**src/bsp_pkg.sv**
```systemverilog
// Shared types and defaults for the Bresenham step pulse generator.
// No dependencies.
package bsp_pkg;

  localparam int unsigned AXES_DEF      = 6;
  localparam int unsigned MAX_AMASS_DEF = 3;
  localparam int unsigned SEG_DEPTH_DEF = 6;
  localparam int unsigned OUT_AXES      = 6;
  localparam logic [2:0]  AXIS_COUNT_RST = 3'd6;

  typedef enum logic [1:0] {
    ACT_WR_AXIS = 2'd0,
    ACT_WR_HDR  = 2'd1,
    ACT_PUSH    = 2'd2,
    ACT_TICK    = 2'd3
  } action_t;

  typedef struct packed {
    action_t     action;
    logic        slot_ok;
    logic [2:0]  slot;
    logic        axis_ok;
    logic [2:0]  axis;
    logic [31:0] data;
    logic [5:0]  dir;
    logic        rate;
    logic [15:0] seg_steps;
    logic [1:0]  level;
    logic [15:0] period;
    logic [15:0] spindle;
  } cmd_t;

endpackage

```
**src/bsp_if.sv**
```systemverilog
// Handshake channels of the step pulse generator: input items, result items
// and the configuration write port. No dependencies.
interface bsp_in_if;
  logic        valid;
  logic        ready;
  logic [1:0]  action;
  logic [2:0]  block_slot;
  logic [2:0]  axis;
  logic [31:0] axis_steps;
  logic [31:0] event_count;
  logic [5:0]  dir_bits;
  logic        rate_adjusted;
  logic [15:0] seg_steps;
  logic [1:0]  seg_level;
  logic [15:0] seg_period;
  logic [15:0] seg_spindle;
  modport source (output valid, action, block_slot, axis, axis_steps, event_count,
                  dir_bits, rate_adjusted, seg_steps, seg_level, seg_period,
                  seg_spindle, input ready);
  modport sink (input valid, action, block_slot, axis, axis_steps, event_count,
                dir_bits, rate_adjusted, seg_steps, seg_level, seg_period,
                seg_spindle, output ready);
endinterface

interface bsp_out_if;
  logic        valid;
  logic        ready;
  logic [5:0]  step_pulses;
  logic [5:0]  dir_out;
  logic [15:0] period_value;
  logic        period_load;
  logic [15:0] spindle_value;
  logic        spindle_load;
  logic        stopped;
  logic        segment_done;
  logic        push_dropped;
  modport source (output valid, step_pulses, dir_out, period_value, period_load,
                  spindle_value, spindle_load, stopped, segment_done, push_dropped,
                  input ready);
  modport sink (input valid, step_pulses, dir_out, period_value, period_load,
                spindle_value, spindle_load, stopped, segment_done, push_dropped,
                output ready);
endinterface

interface bsp_cfg_if;
  logic       valid;
  logic       ready;
  logic [2:0] axis_count;
  modport source (output valid, axis_count, input ready);
  modport sink (input valid, axis_count, output ready);
endinterface

```
**src/bsp_front.sv**
```systemverilog
// Front end: accepts input items, checks slot and axis ranges and packs a command.
// Depends on bsp_pkg and bsp_in_if.
module bsp_front #(
  parameter int unsigned AXES      = bsp_pkg::AXES_DEF,
  parameter int unsigned SEG_DEPTH = bsp_pkg::SEG_DEPTH_DEF
) (
  bsp_in_if.sink          in_ch,
  input  logic            q_ready,
  output logic            q_valid,
  output bsp_pkg::cmd_t   q_cmd
);
  import bsp_pkg::*;

  localparam int unsigned BLOCKS = SEG_DEPTH - 1;

  assign in_ch.ready = q_ready;
  assign q_valid     = in_ch.valid;

  always_comb begin
    q_cmd           = '0;
    q_cmd.action    = action_t'(in_ch.action);
    q_cmd.slot      = in_ch.block_slot;
    q_cmd.slot_ok   = {29'd0, in_ch.block_slot} < BLOCKS;
    q_cmd.axis      = in_ch.axis;
    q_cmd.axis_ok   = {29'd0, in_ch.axis} < AXES;
    q_cmd.data      = (action_t'(in_ch.action) == ACT_WR_AXIS) ? in_ch.axis_steps
                                                                : in_ch.event_count;
    q_cmd.dir       = in_ch.dir_bits;
    q_cmd.rate      = in_ch.rate_adjusted;
    q_cmd.seg_steps = in_ch.seg_steps;
    q_cmd.level     = in_ch.seg_level;
    q_cmd.period    = in_ch.seg_period;
    q_cmd.spindle   = in_ch.seg_spindle;
  end

endmodule

```
**src/bsp_queue.sv**
```systemverilog
// Two-entry command queue between the front end and the step engine.
// Depends on bsp_pkg.
module bsp_queue (
  input  logic          clk,
  input  logic          rst_n,
  input  logic          wr_valid,
  output logic          wr_ready,
  input  bsp_pkg::cmd_t wr_cmd,
  output logic          rd_valid,
  input  logic          rd_ready,
  output bsp_pkg::cmd_t rd_cmd
);
  import bsp_pkg::*;

  cmd_t       mem_r [2];
  logic       wp_r, wp_nxt, rp_r, rp_nxt;
  logic [1:0] cnt_r, cnt_nxt;
  logic       push, pop;

  assign wr_ready = (cnt_r != 2'd2);
  assign rd_valid = (cnt_r != 2'd0);
  assign rd_cmd   = mem_r[rp_r];
  assign push     = wr_valid && wr_ready;
  assign pop      = rd_valid && rd_ready;

  always_comb begin
    wp_nxt  = push ? ~wp_r : wp_r;
    rp_nxt  = pop ? ~rp_r : rp_r;
    cnt_nxt = cnt_r + 2'(push) - 2'(pop);
  end

  always_ff @(posedge clk) begin
    if (!rst_n) begin
      wp_r  <= 1'b0;
      rp_r  <= 1'b0;
      cnt_r <= 2'd0;
    end else begin
      wp_r  <= wp_nxt;
      rp_r  <= rp_nxt;
      cnt_r <= cnt_nxt;
    end
  end

  always_ff @(posedge clk) begin
    if (push) begin
      mem_r[wp_r] <= wr_cmd;
    end
  end

endmodule

```
**src/bsp_back.sv**
```systemverilog
// Step engine: block tables, segment FIFO, Bresenham counters and result register.
// Depends on bsp_pkg and bsp_out_if.
module bsp_back #(
  parameter int unsigned AXES      = bsp_pkg::AXES_DEF,
  parameter int unsigned MAX_AMASS = bsp_pkg::MAX_AMASS_DEF,
  parameter int unsigned SEG_DEPTH = bsp_pkg::SEG_DEPTH_DEF
) (
  input  logic          clk,
  input  logic          rst_n,
  input  logic          cmd_valid,
  output logic          cmd_ready,
  input  bsp_pkg::cmd_t cmd,
  input  logic [2:0]    axis_count,
  bsp_out_if.source     out_ch
);
  import bsp_pkg::*;

  localparam int unsigned BLOCKS = SEG_DEPTH - 1;
  localparam int unsigned BW     = (BLOCKS > 1) ? $clog2(BLOCKS) : 1;
  localparam int unsigned FW     = $clog2(SEG_DEPTH);
  localparam int unsigned EW     = 32 + MAX_AMASS;
  localparam int unsigned CW     = 33 + MAX_AMASS;
  localparam int unsigned PW     = (AXES > OUT_AXES) ? AXES : OUT_AXES;

  typedef struct packed {
    logic [15:0]   steps;
    logic [1:0]    level;
    logic [15:0]   period;
    logic [15:0]   spindle;
    logic [BW-1:0] slot;
  } seg_t;

  logic [EW-1:0] axis_tab  [AXES][BLOCKS];
  logic [EW-1:0] event_tab [BLOCKS];
  logic [5:0]    dir_tab   [BLOCKS];
  logic          rate_tab  [BLOCKS];
  seg_t          seg_mem   [SEG_DEPTH];

  logic [FW-1:0] head_r, head_nxt, tail_r, tail_nxt;
  logic [CW-1:0] cnt_r [AXES];
  logic [CW-1:0] cnt_nxt [AXES];
  logic [EW-1:0] inc_r [AXES];
  logic [EW-1:0] inc_nxt [AXES];
  logic [15:0]   ticks_r, ticks_nxt;
  logic          active_r, active_nxt;
  logic [BW-1:0] cur_r, cur_nxt;
  logic          seen_r, seen_nxt;
  logic [5:0]    pend_r, pend_nxt;
  logic [5:0]    dir_r, dir_nxt;
  logic          ovalid_r;
  logic [5:0]    o_steps_r, o_steps_nxt, o_dir_r, o_dir_nxt;
  logic [15:0]   o_per_r, o_per_nxt, o_spin_r, o_spin_nxt;
  logic          o_pl_r, o_pl_nxt, o_sl_r, o_sl_nxt, o_stop_r, o_stop_nxt;
  logic          o_done_r, o_done_nxt, o_drop_r, o_drop_nxt;

  logic          go, is_tick, fifo_empty, load, stop, reseed, done, push_ok;
  logic [FW-1:0] head_inc, tail_inc;
  logic [BW-1:0] slot_idx, b, cur_eff;
  logic [EW-1:0] ev;
  logic [15:0]   ticks_eff;
  logic [PW-1:0] bits;
  logic [CW-1:0] base [AXES];
  logic [EW-1:0] inc  [AXES];
  logic [CW-1:0] sum  [AXES];
  seg_t          ent;

  assign cmd_ready = !ovalid_r || out_ch.ready;
  assign go        = cmd_valid && cmd_ready;
  assign is_tick   = (cmd.action == ACT_TICK);
  assign slot_idx  = BW'(cmd.slot);
  assign head_inc  = (head_r == FW'(SEG_DEPTH - 1)) ? '0 : head_r + 1'b1;
  assign tail_inc  = (tail_r == FW'(SEG_DEPTH - 1)) ? '0 : tail_r + 1'b1;
  assign fifo_empty = (head_r == tail_r);
  assign ent       = seg_mem[tail_r];
  assign b         = ent.slot;
  assign load      = !active_r && !fifo_empty;
  assign stop      = !active_r && fifo_empty;
  assign reseed    = load && (!seen_r || cur_r != b);
  assign cur_eff   = load ? b : cur_r;
  assign ev        = event_tab[cur_eff];
  assign ticks_eff = load ? ent.steps : ticks_r;
  assign done      = !stop && (ticks_eff <= 16'd1);
  assign push_ok   = (cmd.action == ACT_PUSH) && cmd.slot_ok && (head_inc != tail_r);

  always_comb begin
    bits = '0;
    for (int a = 0; a < AXES; a++) begin
      base[a] = reseed ? CW'(ev >> 1) : cnt_r[a];
      inc[a]  = load ? (axis_tab[a][b] >> ent.level) : inc_r[a];
      sum[a]  = base[a] + CW'(inc[a]);
      cnt_nxt[a] = cnt_r[a];
      inc_nxt[a] = inc_r[a];
      if (4'(a) < {1'b0, axis_count}) begin
        if (sum[a] > CW'(ev)) begin
          bits[a]    = 1'b1;
          cnt_nxt[a] = sum[a] - CW'(ev);
        end else begin
          cnt_nxt[a] = sum[a];
        end
        inc_nxt[a] = inc[a];
      end
    end
  end

  always_comb begin
    head_nxt    = head_r;
    tail_nxt    = tail_r;
    ticks_nxt   = ticks_r;
    active_nxt  = active_r;
    cur_nxt     = cur_r;
    seen_nxt    = seen_r;
    pend_nxt    = pend_r;
    dir_nxt     = dir_r;
    o_steps_nxt = '0;
    o_dir_nxt   = dir_r;
    o_per_nxt   = '0;
    o_spin_nxt  = '0;
    o_pl_nxt    = 1'b0;
    o_sl_nxt    = 1'b0;
    o_stop_nxt  = 1'b0;
    o_done_nxt  = 1'b0;
    o_drop_nxt  = 1'b0;
    case (cmd.action)
      ACT_PUSH: begin
        if (cmd.slot_ok) begin
          if (head_inc == tail_r) begin
            o_drop_nxt = 1'b1;
          end else begin
            head_nxt = head_inc;
          end
        end
      end
      ACT_TICK: begin
        o_steps_nxt = pend_r;
        if (stop) begin
          pend_nxt   = '0;
          o_stop_nxt = 1'b1;
          o_sl_nxt   = seen_r && rate_tab[cur_r];
        end else begin
          if (load) begin
            o_per_nxt  = ent.period;
            o_pl_nxt   = 1'b1;
            o_spin_nxt = ent.spindle;
            o_sl_nxt   = 1'b1;
            cur_nxt    = b;
            seen_nxt   = 1'b1;
            dir_nxt    = dir_tab[b];
          end
          pend_nxt = bits[5:0];
          if (done) begin
            ticks_nxt  = '0;
            active_nxt = 1'b0;
            tail_nxt   = tail_inc;
            o_done_nxt = 1'b1;
          end else begin
            ticks_nxt  = ticks_eff - 16'd1;
            active_nxt = 1'b1;
          end
        end
      end
      default: begin
      end
    endcase
  end

  always_ff @(posedge clk) begin
    if (!rst_n) begin
      head_r   <= '0;
      tail_r   <= '0;
      ticks_r  <= '0;
      active_r <= 1'b0;
      cur_r    <= '0;
      seen_r   <= 1'b0;
      pend_r   <= '0;
      dir_r    <= '0;
      ovalid_r <= 1'b0;
      for (int a = 0; a < AXES; a++) begin
        cnt_r[a] <= '0;
        inc_r[a] <= '0;
      end
    end else begin
      if (go) begin
        head_r <= head_nxt;
        if (is_tick) begin
          tail_r   <= tail_nxt;
          ticks_r  <= ticks_nxt;
          active_r <= active_nxt;
          cur_r    <= cur_nxt;
          seen_r   <= seen_nxt;
          pend_r   <= pend_nxt;
          dir_r    <= dir_nxt;
          if (!stop) begin
            for (int a = 0; a < AXES; a++) begin
              cnt_r[a] <= cnt_nxt[a];
              inc_r[a] <= inc_nxt[a];
            end
          end
        end
      end
      if (go) begin
        ovalid_r <= 1'b1;
      end else if (out_ch.ready) begin
        ovalid_r <= 1'b0;
      end
    end
  end

  always_ff @(posedge clk) begin
    if (go) begin
      o_steps_r <= o_steps_nxt;
      o_dir_r   <= o_dir_nxt;
      o_per_r   <= o_per_nxt;
      o_spin_r  <= o_spin_nxt;
      o_pl_r    <= o_pl_nxt;
      o_sl_r    <= o_sl_nxt;
      o_stop_r  <= o_stop_nxt;
      o_done_r  <= o_done_nxt;
      o_drop_r  <= o_drop_nxt;
      if (cmd.action == ACT_WR_HDR && cmd.slot_ok) begin
        event_tab[slot_idx] <= EW'(cmd.data) << MAX_AMASS;
        dir_tab[slot_idx]   <= cmd.dir;
        rate_tab[slot_idx]  <= cmd.rate;
      end
      if (push_ok) begin
        seg_mem[head_r] <= '{steps: cmd.seg_steps, level: cmd.level, period: cmd.period,
                             spindle: cmd.spindle, slot: slot_idx};
      end
    end
  end

  for (genvar a = 0; a < AXES; a++) begin : g_axis_tab
    always_ff @(posedge clk) begin
      if (go && cmd.action == ACT_WR_AXIS && cmd.slot_ok && cmd.axis_ok &&
          cmd.axis == 3'(a)) begin
        axis_tab[a][slot_idx] <= EW'(cmd.data) << MAX_AMASS;
      end
    end
  end

  assign out_ch.valid         = ovalid_r;
  assign out_ch.step_pulses   = o_steps_r;
  assign out_ch.dir_out       = o_dir_r;
  assign out_ch.period_value  = o_per_r;
  assign out_ch.period_load   = o_pl_r;
  assign out_ch.spindle_value = o_spin_r;
  assign out_ch.spindle_load  = o_sl_r;
  assign out_ch.stopped       = o_stop_r;
  assign out_ch.segment_done  = o_done_r;
  assign out_ch.push_dropped  = o_drop_r;

endmodule

```
**src/bresenham_step_pulse_generator.sv**
```systemverilog
// Top level of the multi-axis Bresenham step pulse generator.
// Depends on bsp_pkg, the channel interfaces, bsp_front, bsp_queue and bsp_back.
//
// One item (table write, segment push or tick) is taken per clock cycle while the
// queue has room; each gives exactly one result, registered in the queue and then
// in the result register, held there while out_ch stalls. The step engine updates
// the counters of axes below axis_count in parallel; a two-entry queue lets input
// flow while a result waits to be taken. Segment FIFO holds SEG_DEPTH-1 segments;
// axis_count must be written only while no items are in flight; not enforced here.
module bresenham_step_pulse_generator #(
  parameter int unsigned AXES      = bsp_pkg::AXES_DEF,
  parameter int unsigned MAX_AMASS = bsp_pkg::MAX_AMASS_DEF,
  parameter int unsigned SEG_DEPTH = bsp_pkg::SEG_DEPTH_DEF
) (
  input  logic       clk,
  input  logic       rst_n,
  bsp_in_if.sink     in_ch,
  bsp_out_if.source  out_ch,
  bsp_cfg_if.sink    cfg_ch
);
  import bsp_pkg::*;

  logic       f_valid, f_ready, q_valid, q_ready;
  cmd_t       f_cmd, q_cmd;
  logic [2:0] axis_count_r;

  assign cfg_ch.ready = 1'b1;

  always_ff @(posedge clk) begin
    if (!rst_n) begin
      axis_count_r <= AXIS_COUNT_RST;
    end else if (cfg_ch.valid) begin
      axis_count_r <= cfg_ch.axis_count;
    end
  end

  bsp_front #(.AXES(AXES), .SEG_DEPTH(SEG_DEPTH)) u_front (
    .in_ch   (in_ch),
    .q_ready (f_ready),
    .q_valid (f_valid),
    .q_cmd   (f_cmd)
  );

  bsp_queue u_queue (
    .clk      (clk),
    .rst_n    (rst_n),
    .wr_valid (f_valid),
    .wr_ready (f_ready),
    .wr_cmd   (f_cmd),
    .rd_valid (q_valid),
    .rd_ready (q_ready),
    .rd_cmd   (q_cmd)
  );

  bsp_back #(.AXES(AXES), .MAX_AMASS(MAX_AMASS), .SEG_DEPTH(SEG_DEPTH)) u_back (
    .clk        (clk),
    .rst_n      (rst_n),
    .cmd_valid  (q_valid),
    .cmd_ready  (q_ready),
    .cmd        (q_cmd),
    .axis_count (axis_count_r),
    .out_ch     (out_ch)
  );

  a_reset_clears_out: assert property (@(posedge clk) !rst_n |=> !out_ch.valid)
    else $error("result valid after reset");

  a_cmd_gives_result: assert property (@(posedge clk) disable iff (!rst_n)
    q_valid && q_ready |=> out_ch.valid)
    else $error("executed command gave no result");

  a_stop_excl: assert property (@(posedge clk) disable iff (!rst_n)
    out_ch.valid && out_ch.stopped |-> !out_ch.period_load && !out_ch.segment_done)
    else $error("stop result also loads or finishes a segment");

endmodule
```
**src/flat_wrapper.sv**
```systemverilog
// flat-port wrapper written by rule: the top's interface ports become plain ports
module bresenham_step_pulse_generator_flat import bsp_pkg::*;
#(
  parameter int unsigned AXES      = bsp_pkg::AXES_DEF,
  parameter int unsigned MAX_AMASS = bsp_pkg::MAX_AMASS_DEF,
  parameter int unsigned SEG_DEPTH = bsp_pkg::SEG_DEPTH_DEF
)
  (clk, rst_n, in_ch_valid, in_ch_action, in_ch_block_slot, in_ch_axis, in_ch_axis_steps, in_ch_event_count, in_ch_dir_bits, in_ch_rate_adjusted, in_ch_seg_steps, in_ch_seg_level, in_ch_seg_period, in_ch_seg_spindle, in_ch_ready, out_ch_valid, out_ch_step_pulses, out_ch_dir_out, out_ch_period_value, out_ch_period_load, out_ch_spindle_value, out_ch_spindle_load, out_ch_stopped, out_ch_segment_done, out_ch_push_dropped, out_ch_ready, cfg_ch_valid, cfg_ch_axis_count, cfg_ch_ready);
  bsp_in_if in_ch_i ();
  bsp_out_if out_ch_i ();
  bsp_cfg_if cfg_ch_i ();
  input  logic clk;
  input  logic rst_n;
  input wire logic [$bits(in_ch_i.valid)-1:0] in_ch_valid;
  input wire logic [$bits(in_ch_i.action)-1:0] in_ch_action;
  input wire logic [$bits(in_ch_i.block_slot)-1:0] in_ch_block_slot;
  input wire logic [$bits(in_ch_i.axis)-1:0] in_ch_axis;
  input wire logic [$bits(in_ch_i.axis_steps)-1:0] in_ch_axis_steps;
  input wire logic [$bits(in_ch_i.event_count)-1:0] in_ch_event_count;
  input wire logic [$bits(in_ch_i.dir_bits)-1:0] in_ch_dir_bits;
  input wire logic [$bits(in_ch_i.rate_adjusted)-1:0] in_ch_rate_adjusted;
  input wire logic [$bits(in_ch_i.seg_steps)-1:0] in_ch_seg_steps;
  input wire logic [$bits(in_ch_i.seg_level)-1:0] in_ch_seg_level;
  input wire logic [$bits(in_ch_i.seg_period)-1:0] in_ch_seg_period;
  input wire logic [$bits(in_ch_i.seg_spindle)-1:0] in_ch_seg_spindle;
  output wire logic [$bits(in_ch_i.ready)-1:0] in_ch_ready;
  output wire logic [$bits(out_ch_i.valid)-1:0] out_ch_valid;
  output wire logic [$bits(out_ch_i.step_pulses)-1:0] out_ch_step_pulses;
  output wire logic [$bits(out_ch_i.dir_out)-1:0] out_ch_dir_out;
  output wire logic [$bits(out_ch_i.period_value)-1:0] out_ch_period_value;
  output wire logic [$bits(out_ch_i.period_load)-1:0] out_ch_period_load;
  output wire logic [$bits(out_ch_i.spindle_value)-1:0] out_ch_spindle_value;
  output wire logic [$bits(out_ch_i.spindle_load)-1:0] out_ch_spindle_load;
  output wire logic [$bits(out_ch_i.stopped)-1:0] out_ch_stopped;
  output wire logic [$bits(out_ch_i.segment_done)-1:0] out_ch_segment_done;
  output wire logic [$bits(out_ch_i.push_dropped)-1:0] out_ch_push_dropped;
  input wire logic [$bits(out_ch_i.ready)-1:0] out_ch_ready;
  input wire logic [$bits(cfg_ch_i.valid)-1:0] cfg_ch_valid;
  input wire logic [$bits(cfg_ch_i.axis_count)-1:0] cfg_ch_axis_count;
  output wire logic [$bits(cfg_ch_i.ready)-1:0] cfg_ch_ready;
  assign in_ch_i.valid = in_ch_valid;
  assign in_ch_i.action = in_ch_action;
  assign in_ch_i.block_slot = in_ch_block_slot;
  assign in_ch_i.axis = in_ch_axis;
  assign in_ch_i.axis_steps = in_ch_axis_steps;
  assign in_ch_i.event_count = in_ch_event_count;
  assign in_ch_i.dir_bits = in_ch_dir_bits;
  assign in_ch_i.rate_adjusted = in_ch_rate_adjusted;
  assign in_ch_i.seg_steps = in_ch_seg_steps;
  assign in_ch_i.seg_level = in_ch_seg_level;
  assign in_ch_i.seg_period = in_ch_seg_period;
  assign in_ch_i.seg_spindle = in_ch_seg_spindle;
  assign in_ch_ready = in_ch_i.ready;
  assign out_ch_valid = out_ch_i.valid;
  assign out_ch_step_pulses = out_ch_i.step_pulses;
  assign out_ch_dir_out = out_ch_i.dir_out;
  assign out_ch_period_value = out_ch_i.period_value;
  assign out_ch_period_load = out_ch_i.period_load;
  assign out_ch_spindle_value = out_ch_i.spindle_value;
  assign out_ch_spindle_load = out_ch_i.spindle_load;
  assign out_ch_stopped = out_ch_i.stopped;
  assign out_ch_segment_done = out_ch_i.segment_done;
  assign out_ch_push_dropped = out_ch_i.push_dropped;
  assign out_ch_i.ready = out_ch_ready;
  assign cfg_ch_i.valid = cfg_ch_valid;
  assign cfg_ch_i.axis_count = cfg_ch_axis_count;
  assign cfg_ch_ready = cfg_ch_i.ready;
  bresenham_step_pulse_generator #(.AXES(AXES), .MAX_AMASS(MAX_AMASS), .SEG_DEPTH(SEG_DEPTH)) u_core (.clk(clk), .rst_n(rst_n), .in_ch(in_ch_i), .out_ch(out_ch_i), .cfg_ch(cfg_ch_i));
endmodule
```
**config.mk**
```make
export PLATFORM = sky130hd
export DESIGN_NAME = bresenham_step_pulse_generator_flat
export DESIGN_NICKNAME = d
export VERILOG_FILES = /design/src/bsp_pkg.sv /design/src/bsp_if.sv /design/src/bsp_front.sv /design/src/bsp_queue.sv /design/src/bsp_back.sv /design/src/bresenham_step_pulse_generator.sv /design/src/flat_wrapper.sv
export SDC_FILE = /design/constraint.sdc
export NUM_CORES = 2
export LEC_CHECK = 0
export BUFFER_PORTS_ARGS = -buffer_cell sky130_fd_sc_hd__buf_2
export CORE_ASPECT_RATIO = 0.8
export CORE_MARGIN = 5
export CORE_UTILIZATION = 35
export CTS_CLUSTER_SIZE = 40
export DETAILED_ROUTE_END_ITERATION = 8
export PLACE_DENSITY = 0.56
export SLEW_MARGIN = 20
export SYNTH_ARGS = -nofsm -noshare
export SYNTH_HDL_FRONTEND = slang
export SYNTH_SLANG_ARGS = --single-unit
```
**constraint.sdc**
```tcl
create_clock -name clk -period 16 [get_ports clk]
set_clock_uncertainty 0.2 [all_clocks]
set_input_delay 0.8 -clock clk [delete_from_list [all_inputs] [get_ports clk]]
set_output_delay 0.8 -clock clk [all_outputs]
set_load 0.005 [all_outputs]
```
# Word-level counts from Yosys, hierarchy flattened

Memories as Yosys holds them, arrays and structs flattened. A register that Yosys moved wholly into a read port is not among the register bits.
Cells that the tools add are included.

Bitwise operators: 20
$add $sub $neg: 17
Muxes and demuxes: 136
Magnitude comparators: 18
Shift operators: 6
Reductions and logical operators: 46
Equal/unequal tests: 15

Operators by type and width:

| cell                                                 | count |
|---|---|
| 2-to-1 mux 160 bit                                   | 10 |
| 2-to-1 mux 35 bit                                    | 31 |
| 2-to-1 mux 175 bit                                   | 6 |
| 2-to-1 mux 36 bit                                    | 24 |
| OR reduction 160 bit                                 | 5 |
| binary-select mux 35 bit (select 3 bit)              | 6 |
| adder 36 x 35 -> 36 bit                              | 6 |
| greater-than comparator 36 x 35 -> 1 bit             | 6 |
| subtractor 36 x 35 -> 36 bit                         | 6 |
| right shift 35 x 2 -> 35 bit                         | 6 |
| demux 35 bit (select 3 bit)                          | 1 |
| 2-to-1 mux 1 bit                                     | 42 |
| 2-to-1 mux 3 bit                                     | 12 |
| 2-to-1 mux 16 bit                                    | 2 |
| 2-to-1 mux 32 bit                                    | 1 |
| logical AND 1 bit                                    | 20 |
| <= comparator 16 x 1 -> 1 bit, second input constant | 1 |
| subtractor 16 x 1 -> 16 bit, second input constant   | 1 |
| == test 3 bit, second input constant                 | 4 |
| OR 1 bit                                             | 12 |
| AND reduction 4 bit                                  | 3 |
| >= comparator 4 bit, second input constant           | 2 |
| inverter 3 -> 4 bit                                  | 2 |
| adder 3 x 1 -> 3 bit, second input constant          | 2 |
| 25 further kinds                                     | 47 |

Flip-flop bits (word level): 90
Input bits: 137
Word-level logic and storage cells: 287
Memory bits (writable): 2097
Memories: 8
Output and inout port bits: 52

Memory list:

| name                    | depth | width | rd ports | clocked after memory_dff | write ports | line            | source |
|---|---|---|---|---|---|---|---|
| u_core.u_back.axis_tab  | 6     | 160   | 6        | 0                        | 1           | bsp_back.sv:33  | `logic [EW-1:0] axis_tab [AXES][BLOCKS];` |
| u_core.u_back.seg_mem   | 6     | 53    | 1        | 1                        | 1           | bsp_back.sv:37  | `seg_t seg_mem [SEG_DEPTH];` |
| u_core.u_back.cnt_r     | 6     | 36    | 6        | 0                        | 6           | bsp_back.sv:40  | `logic [CW-1:0] cnt_r [AXES];` |
| u_core.u_back.inc_r     | 6     | 35    | 6        | 0                        | 6           | bsp_back.sv:42  | `logic [EW-1:0] inc_r [AXES];` |
| u_core.u_queue.mem_r    | 2     | 99    | 1        | 1                        | 1           | bsp_queue.sv:15 | `cmd_t mem_r [2];` |
| u_core.u_back.event_tab | 5     | 32    | 1        | 0                        | 1           | bsp_back.sv:34  | `logic [EW-1:0] event_tab [BLOCKS];` |
| +2 memories             | n/a   | n/a   | n/a      | n/a                      | n/a         | n/a             |  |

# Logic depth before layout (Yosys ltp)

Word-level depth: 15
Mapped depth: 39
Gate-level depth less buffers: 31

# By module

Synthesis repeated with hierarchy kept, for this count alone.

Cells, all modules: 8940
Area, all modules: 111725.9 um^2

By module, submodules not included:

| module                         | times used | area each (um^2) | cells an instance |
|---|---|---|---|
| bsp_back                       | 1          | 103272.8         | 8492 |
| bsp_queue                      | 1          | 7405.9           | 332 |
| bsp_front                      | 1          | 932.1            | 105 |
| bresenham_step_pulse_generator | 1          | 115.1            | 11 |

# Least setup slack after synthesis

No wires, ideal clock.

Path type: reg2reg
From: register u_core.u_back.head_r[2]
To: memory u_core.u_back.cnt_r[3][9] (netlist name), data pin
Path buffers: 6
Cell stages (with the launch flop): 38
Path slack: 7.339 ns
Data required time: 15.534 ns
Setup time: 0.266 ns
Data arrival time: 8.195 ns
Cell sequence: dfxtp_1 > clkbuf_1 > xnor2_1 > a41o_1 > clkbuf_1 > buf_2 > nor2_1 > a21oi_1 > buf_2 > mux4_2 > mux2i_1 > inv_1 > nor2_1 > nor2_1 > ha_1 > a2111oi_0 > o31ai_1 > a31oi_1 > [2 not listed] > o21ai_0 > nand2b_1 > a21oi_1 > xnor2_1 > ha_1 > and4_1 > nand4_1 > a211o_1 > o211ai_1 > a221oi_1 > o21ai_0 > nand2b_1 > a21oi_1 > nand2b_1 > clkbuf_1 > buf_2 > mux2i_1 > nor2_1

RTL lines:

| what                     | line            | source |
|---|---|---|
| start: declaration       | bsp_back.sv:39  | `logic [FW-1:0] head_r, head_nxt, tail_r, tail_nxt;` |
| start signal: assignment | bsp_back.sv:183 | `head_r <= head_nxt;` |
| end: declaration         | bsp_back.sv:40  |  |

==> results.toml <==
[finish]
utilization_pct = 40.0
drive_gt1_share_pct = 14.0
fin_cells = 13326
area_growth_pct = 14.0
layout.nets = 9476
fillerInstances = 29252
fin_area_um2 = 127000

[place]
placed_cells = 12738
dp_hpwl_um = 236000
io_buffers = 187
placed_area_um2 = 118000
globalplace.congestion = 0.944

[synthesis]
yosys_register_bits = 2200
syn_inst = 8607
synthArstFlopShare_pct = 0
yosys.area.top_type = "edfxtp_1"
synth-edff-count = 2146
synthesis.area_um2 = 111000
ys_top_cells_by_area = "edfxtp_1 58%, mux4_2 5.8%, ha_1 4.7%"
yosysSeqAreaShare_pct = 58.9
synth_cell_types = 92
synth-main-ff-cell = "edfxtp_1"
netlist.area_leader.share_pct = 58.0
yosysWarnings = 0
syn_avg_cell_area_um2 = 12.9
mappedNetlistNets = 9171

[sta]
hold_violations = 0
slew_viol_final = 0
worst_slew_pin_slew_ns = 1.33
period_minus_slack_ns = 12.12
max_freq_ghz = 0.0825
rsz0062_at_grt = "false"
setup_violations = 0
relSlewSlack_pct = 10.1
tns_ns = 0
min_period_over_period_pct = 75.8

[global_route]
grt_pass1_vias = 71548
antenna_found_initial = 33
grt.total_usage_pct = 20.9
overflow = 0
grt_max_degree = 178
grt_pass1_wl_um = 507000

[worst_setup_path]
crit_path_max_incr_delay_ns = 0.78
worst-r2r-cell-count = 32
cp_max_fo = 87
crit_path_end_kind = "flop"
cp-start-kind = "flop"
worst-path-buf-inv = 5
path_depth = 32
cp_slowest_cell = "buf_4"
path_delay_family = "compound AO/OA/AOI/OAI gates"
arrival_ns = 12.47
worst_ep_required_time_ns = 16.35
r2r_slack_ns = 3.88
path_class = "flop to flop"

[floorplanning]
design.die.area_um2 = 329000
start_util_pct = 35.1
core_um2 = 317000
die_h_um = 514
die_x_um = 640
num_rows = 185
io_pins = 189

[power_and_ir_drop]
leakage_uw = 0.0457
power.internal_uw = 13200
power_uw = 21000
power.density_nw_per_um2 = 166
pwr-share-seq_pct = 33.3
peakVddDrop_mv = 0.151
netSwitchingFraction_pct = 37.1
power_switching_uw = 7780
pwr-share-comb_pct = 40.7
clockPowerShare_pct = 26.0

[drt]
num_vias = 75272
dr.pass1.iters = 6
antenna_left = 0
post_drt_wl_per_cell_um = 26.7
drt-total-wl_um = 356000
drc = 0
routed_via_density = 5.65
detail_route.iter0.violations = 9126

[cts]
cts_tree = "done"
cts_made_buffers = 242
clk_path_buf_depth = 4
htreeDepth = 4
clk_latency_ns = 0.92
cts.sinks = 2200
clkTransAtPathRegs_ns = 0.06
root_buffer = "clkbuf_16"

[status]
outcome = "finished, final reports clean"

[hold_path]
hp-start = "in_ch_axis_steps[23]"
hp-class = "input pin to flop"
whs_path_depth = 2

[flow_run]
drv_cap = 0
## cell type report
| cell class | count | area (µm²) | area share, % |
|---|---|---|---|
| flip-flops and latches | 2200 | 65500 | 51.7 |
| clock buffers | 307 | 6420 | 5.07 |
| diodes | 15 | 37.5 | 0.0296 |
| inverters | 131 | 492 | 0.388 |
| repair buffers | 496 | 3770 | 2.98 |
| clock inverters | 129 | 1230 | 0.972 |
| well taps | 4207 | 5260 | 4.15 |
| multi-input cells | 5841 | 44000 | 34.7 |
## Yosys cell counts, drive strengths merged (12+ instances only)
cell type	number
nand2	622
clkbuf	325
edfxtp	2146
and3	54
or3	27
a31oi	213
a211oi	98
nor4	13
buf	110
nand4	45
and4	12
xnor2	247
o21bai	62
or2	23
o21a	63
nand3	102
a21oi	404
mux2i	411
mux2	139
a21boi	21
o211a	12
a22o	14
dfxtp	54
nand2b	55
a221oi	14
a31o	17
mux4	284
o211ai	34
and2	289
nor2	1070
xor2	120
nor3	70
ha	415
nor2b	71
inv	130
fa	12
a22oi	207
o21ai	211
o31ai	17
a21o	220
## routing by layer
metal / GRT usage [%] / wire [µm]
met5: 0 / 57
met4: 6.18 / 11300
met3: 4.97 / 36000
met2: 28.7 / 143000
met1: 32.4 / 165000
## kinds of logic (layout without fill, tap and decap cells)
| family | after synthesis | after routing | synth area share (%) |
|---|---|---|---|
| simple gates | 2478 | 2478 | 10.0 |
| other cells | 1 | 16 | 0.00337 |
| buf+inv | 566 | 1063 | 2.01 |
| compound gates | 1734 | 1734 | 10.4 |
| xor+xnor | 367 | 367 | 2.89 |
| mux | 834 | 834 | 10.9 |
| fa+ha+maj | 427 | 427 | 4.89 |
| flops | 2200 | 2200 | 58.9 |
## through the flow
| step | setup WS, ns | hold WS, ns |
|---|---|---|
| finish | 3.88 | 0.0814 |
| global route | 3.23 | 0.0432 |
| CTS | 3.92 | 0.00442 |
| detailed placement | 3.98 | 0.222 |
| global placement | 4.09 | 0.218 |
| floorplan | 7.34 | 0.209 |
## power by group through the flow
stage / combinational, µW / clock [µW] / sequential (µW)
after floorplan: 5920 / 0 / 7090
after global placement: 8210 / 0 / 7110
after detailed placement: 8290 / 0 / 7110
after CTS: 8370 / 5560 / 6990
after global routing: 9240 / 5790 / 7000
final: 8530 / 5460 / 6990
## worst register-to-register path, delay by kind of cell (launching register included)
kind / cells / cell delay (ns)
multiplexers: 4 / 1.70
XOR/XNOR: 1 / 0.22
AND/OR/NAND/NOR: 8 / 1.64
adder cells (fa/ha/maj): 2 / 0.80
AO/OA/AOI/OAI: 12 / 3.64
flip-flops: 1 / 0.70
buffers and inverters: 5 / 2.93
## registers in the layout, indices dropped and copies added (netlist names), 5 cells and up, named ones only
| name | cells |
|---|---|
| u_core.u_back.rate_tab | 5 |
| u_core.u_back.dir_r | 6 |
| u_core.u_back.out_ch.period_value | 16 |
| u_core.u_queue.mem_r | 198 |
| u_core.u_back.cnt_r | 216 |
| u_core.u_back.out_ch.step_pulses | 6 |
| u_core.u_back.inc_r | 210 |
| u_core.u_back.out_ch.spindle_value | 16 |
| u_core.u_back.out_ch.dir_out | 6 |
| u_core.u_back.axis_tab | 960 |
| u_core.u_back.seg_mem | 318 |
| u_core.u_back.ticks_r | 16 |
| u_core.u_back.pend_r | 6 |
| u_core.u_back.dir_tab | 30 |
| u_core.u_back.event_tab | 160 |
## final timing paths
path                                                             endpoint
worst max register to register    u_core.u_back.cnt_r[4][5]$_SDFFCE_PN0P_
worst min-delay path                u_core.u_queue.mem_r[0][80]$_DFFE_PP_
worst min register to register  u_core.u_back.out_ch.dir_out[1]$_DFFE_PP_
worst max-delay path              u_core.u_back.cnt_r[4][5]$_SDFFCE_PN0P_
## what timing repair did
action | in CTS | in global routing
endpoints found under the hold margin | 198 | 0
hold buffers | 130 | 0
setup buffers | 0 | 0
gates resized for setup | 0 | 0
## placed cells by master, fill, tap and decap left out, types with 52 or more instances in the layout
| master | instances |
|---|---|
| a211oi_1 | 97 |
| a21o_1 | 218 |
| a21oi_1 | 401 |
| a22oi_1 | 207 |
| a31oi_1 | 211 |
| and2_1 | 287 |
| and3_1 | 52 |
| buf_2 | 187 |
| buf_4 | 164 |
| clkbuf_1 | 55 |
| clkbuf_16 | 244 |
| dlygate4sd3_1 | 130 |
| edfxtp_1 | 2146 |
| ha_1 | 415 |
| inv_1 | 130 |
| mux2_2 | 137 |
| mux2i_1 | 397 |
| mux4_2 | 283 |
| nand2_1 | 617 |
| nand2b_1 | 55 |
| nand3_1 | 101 |
| nor2_1 | 1023 |
| nor2b_1 | 71 |
| nor3_1 | 68 |
| o21a_1 | 61 |
| o21ai_0 | 208 |
| o21bai_1 | 61 |
| xnor2_1 | 247 |
| xor2_1 | 120 |
Note: power is estimated with default switching activity, not from simulation.
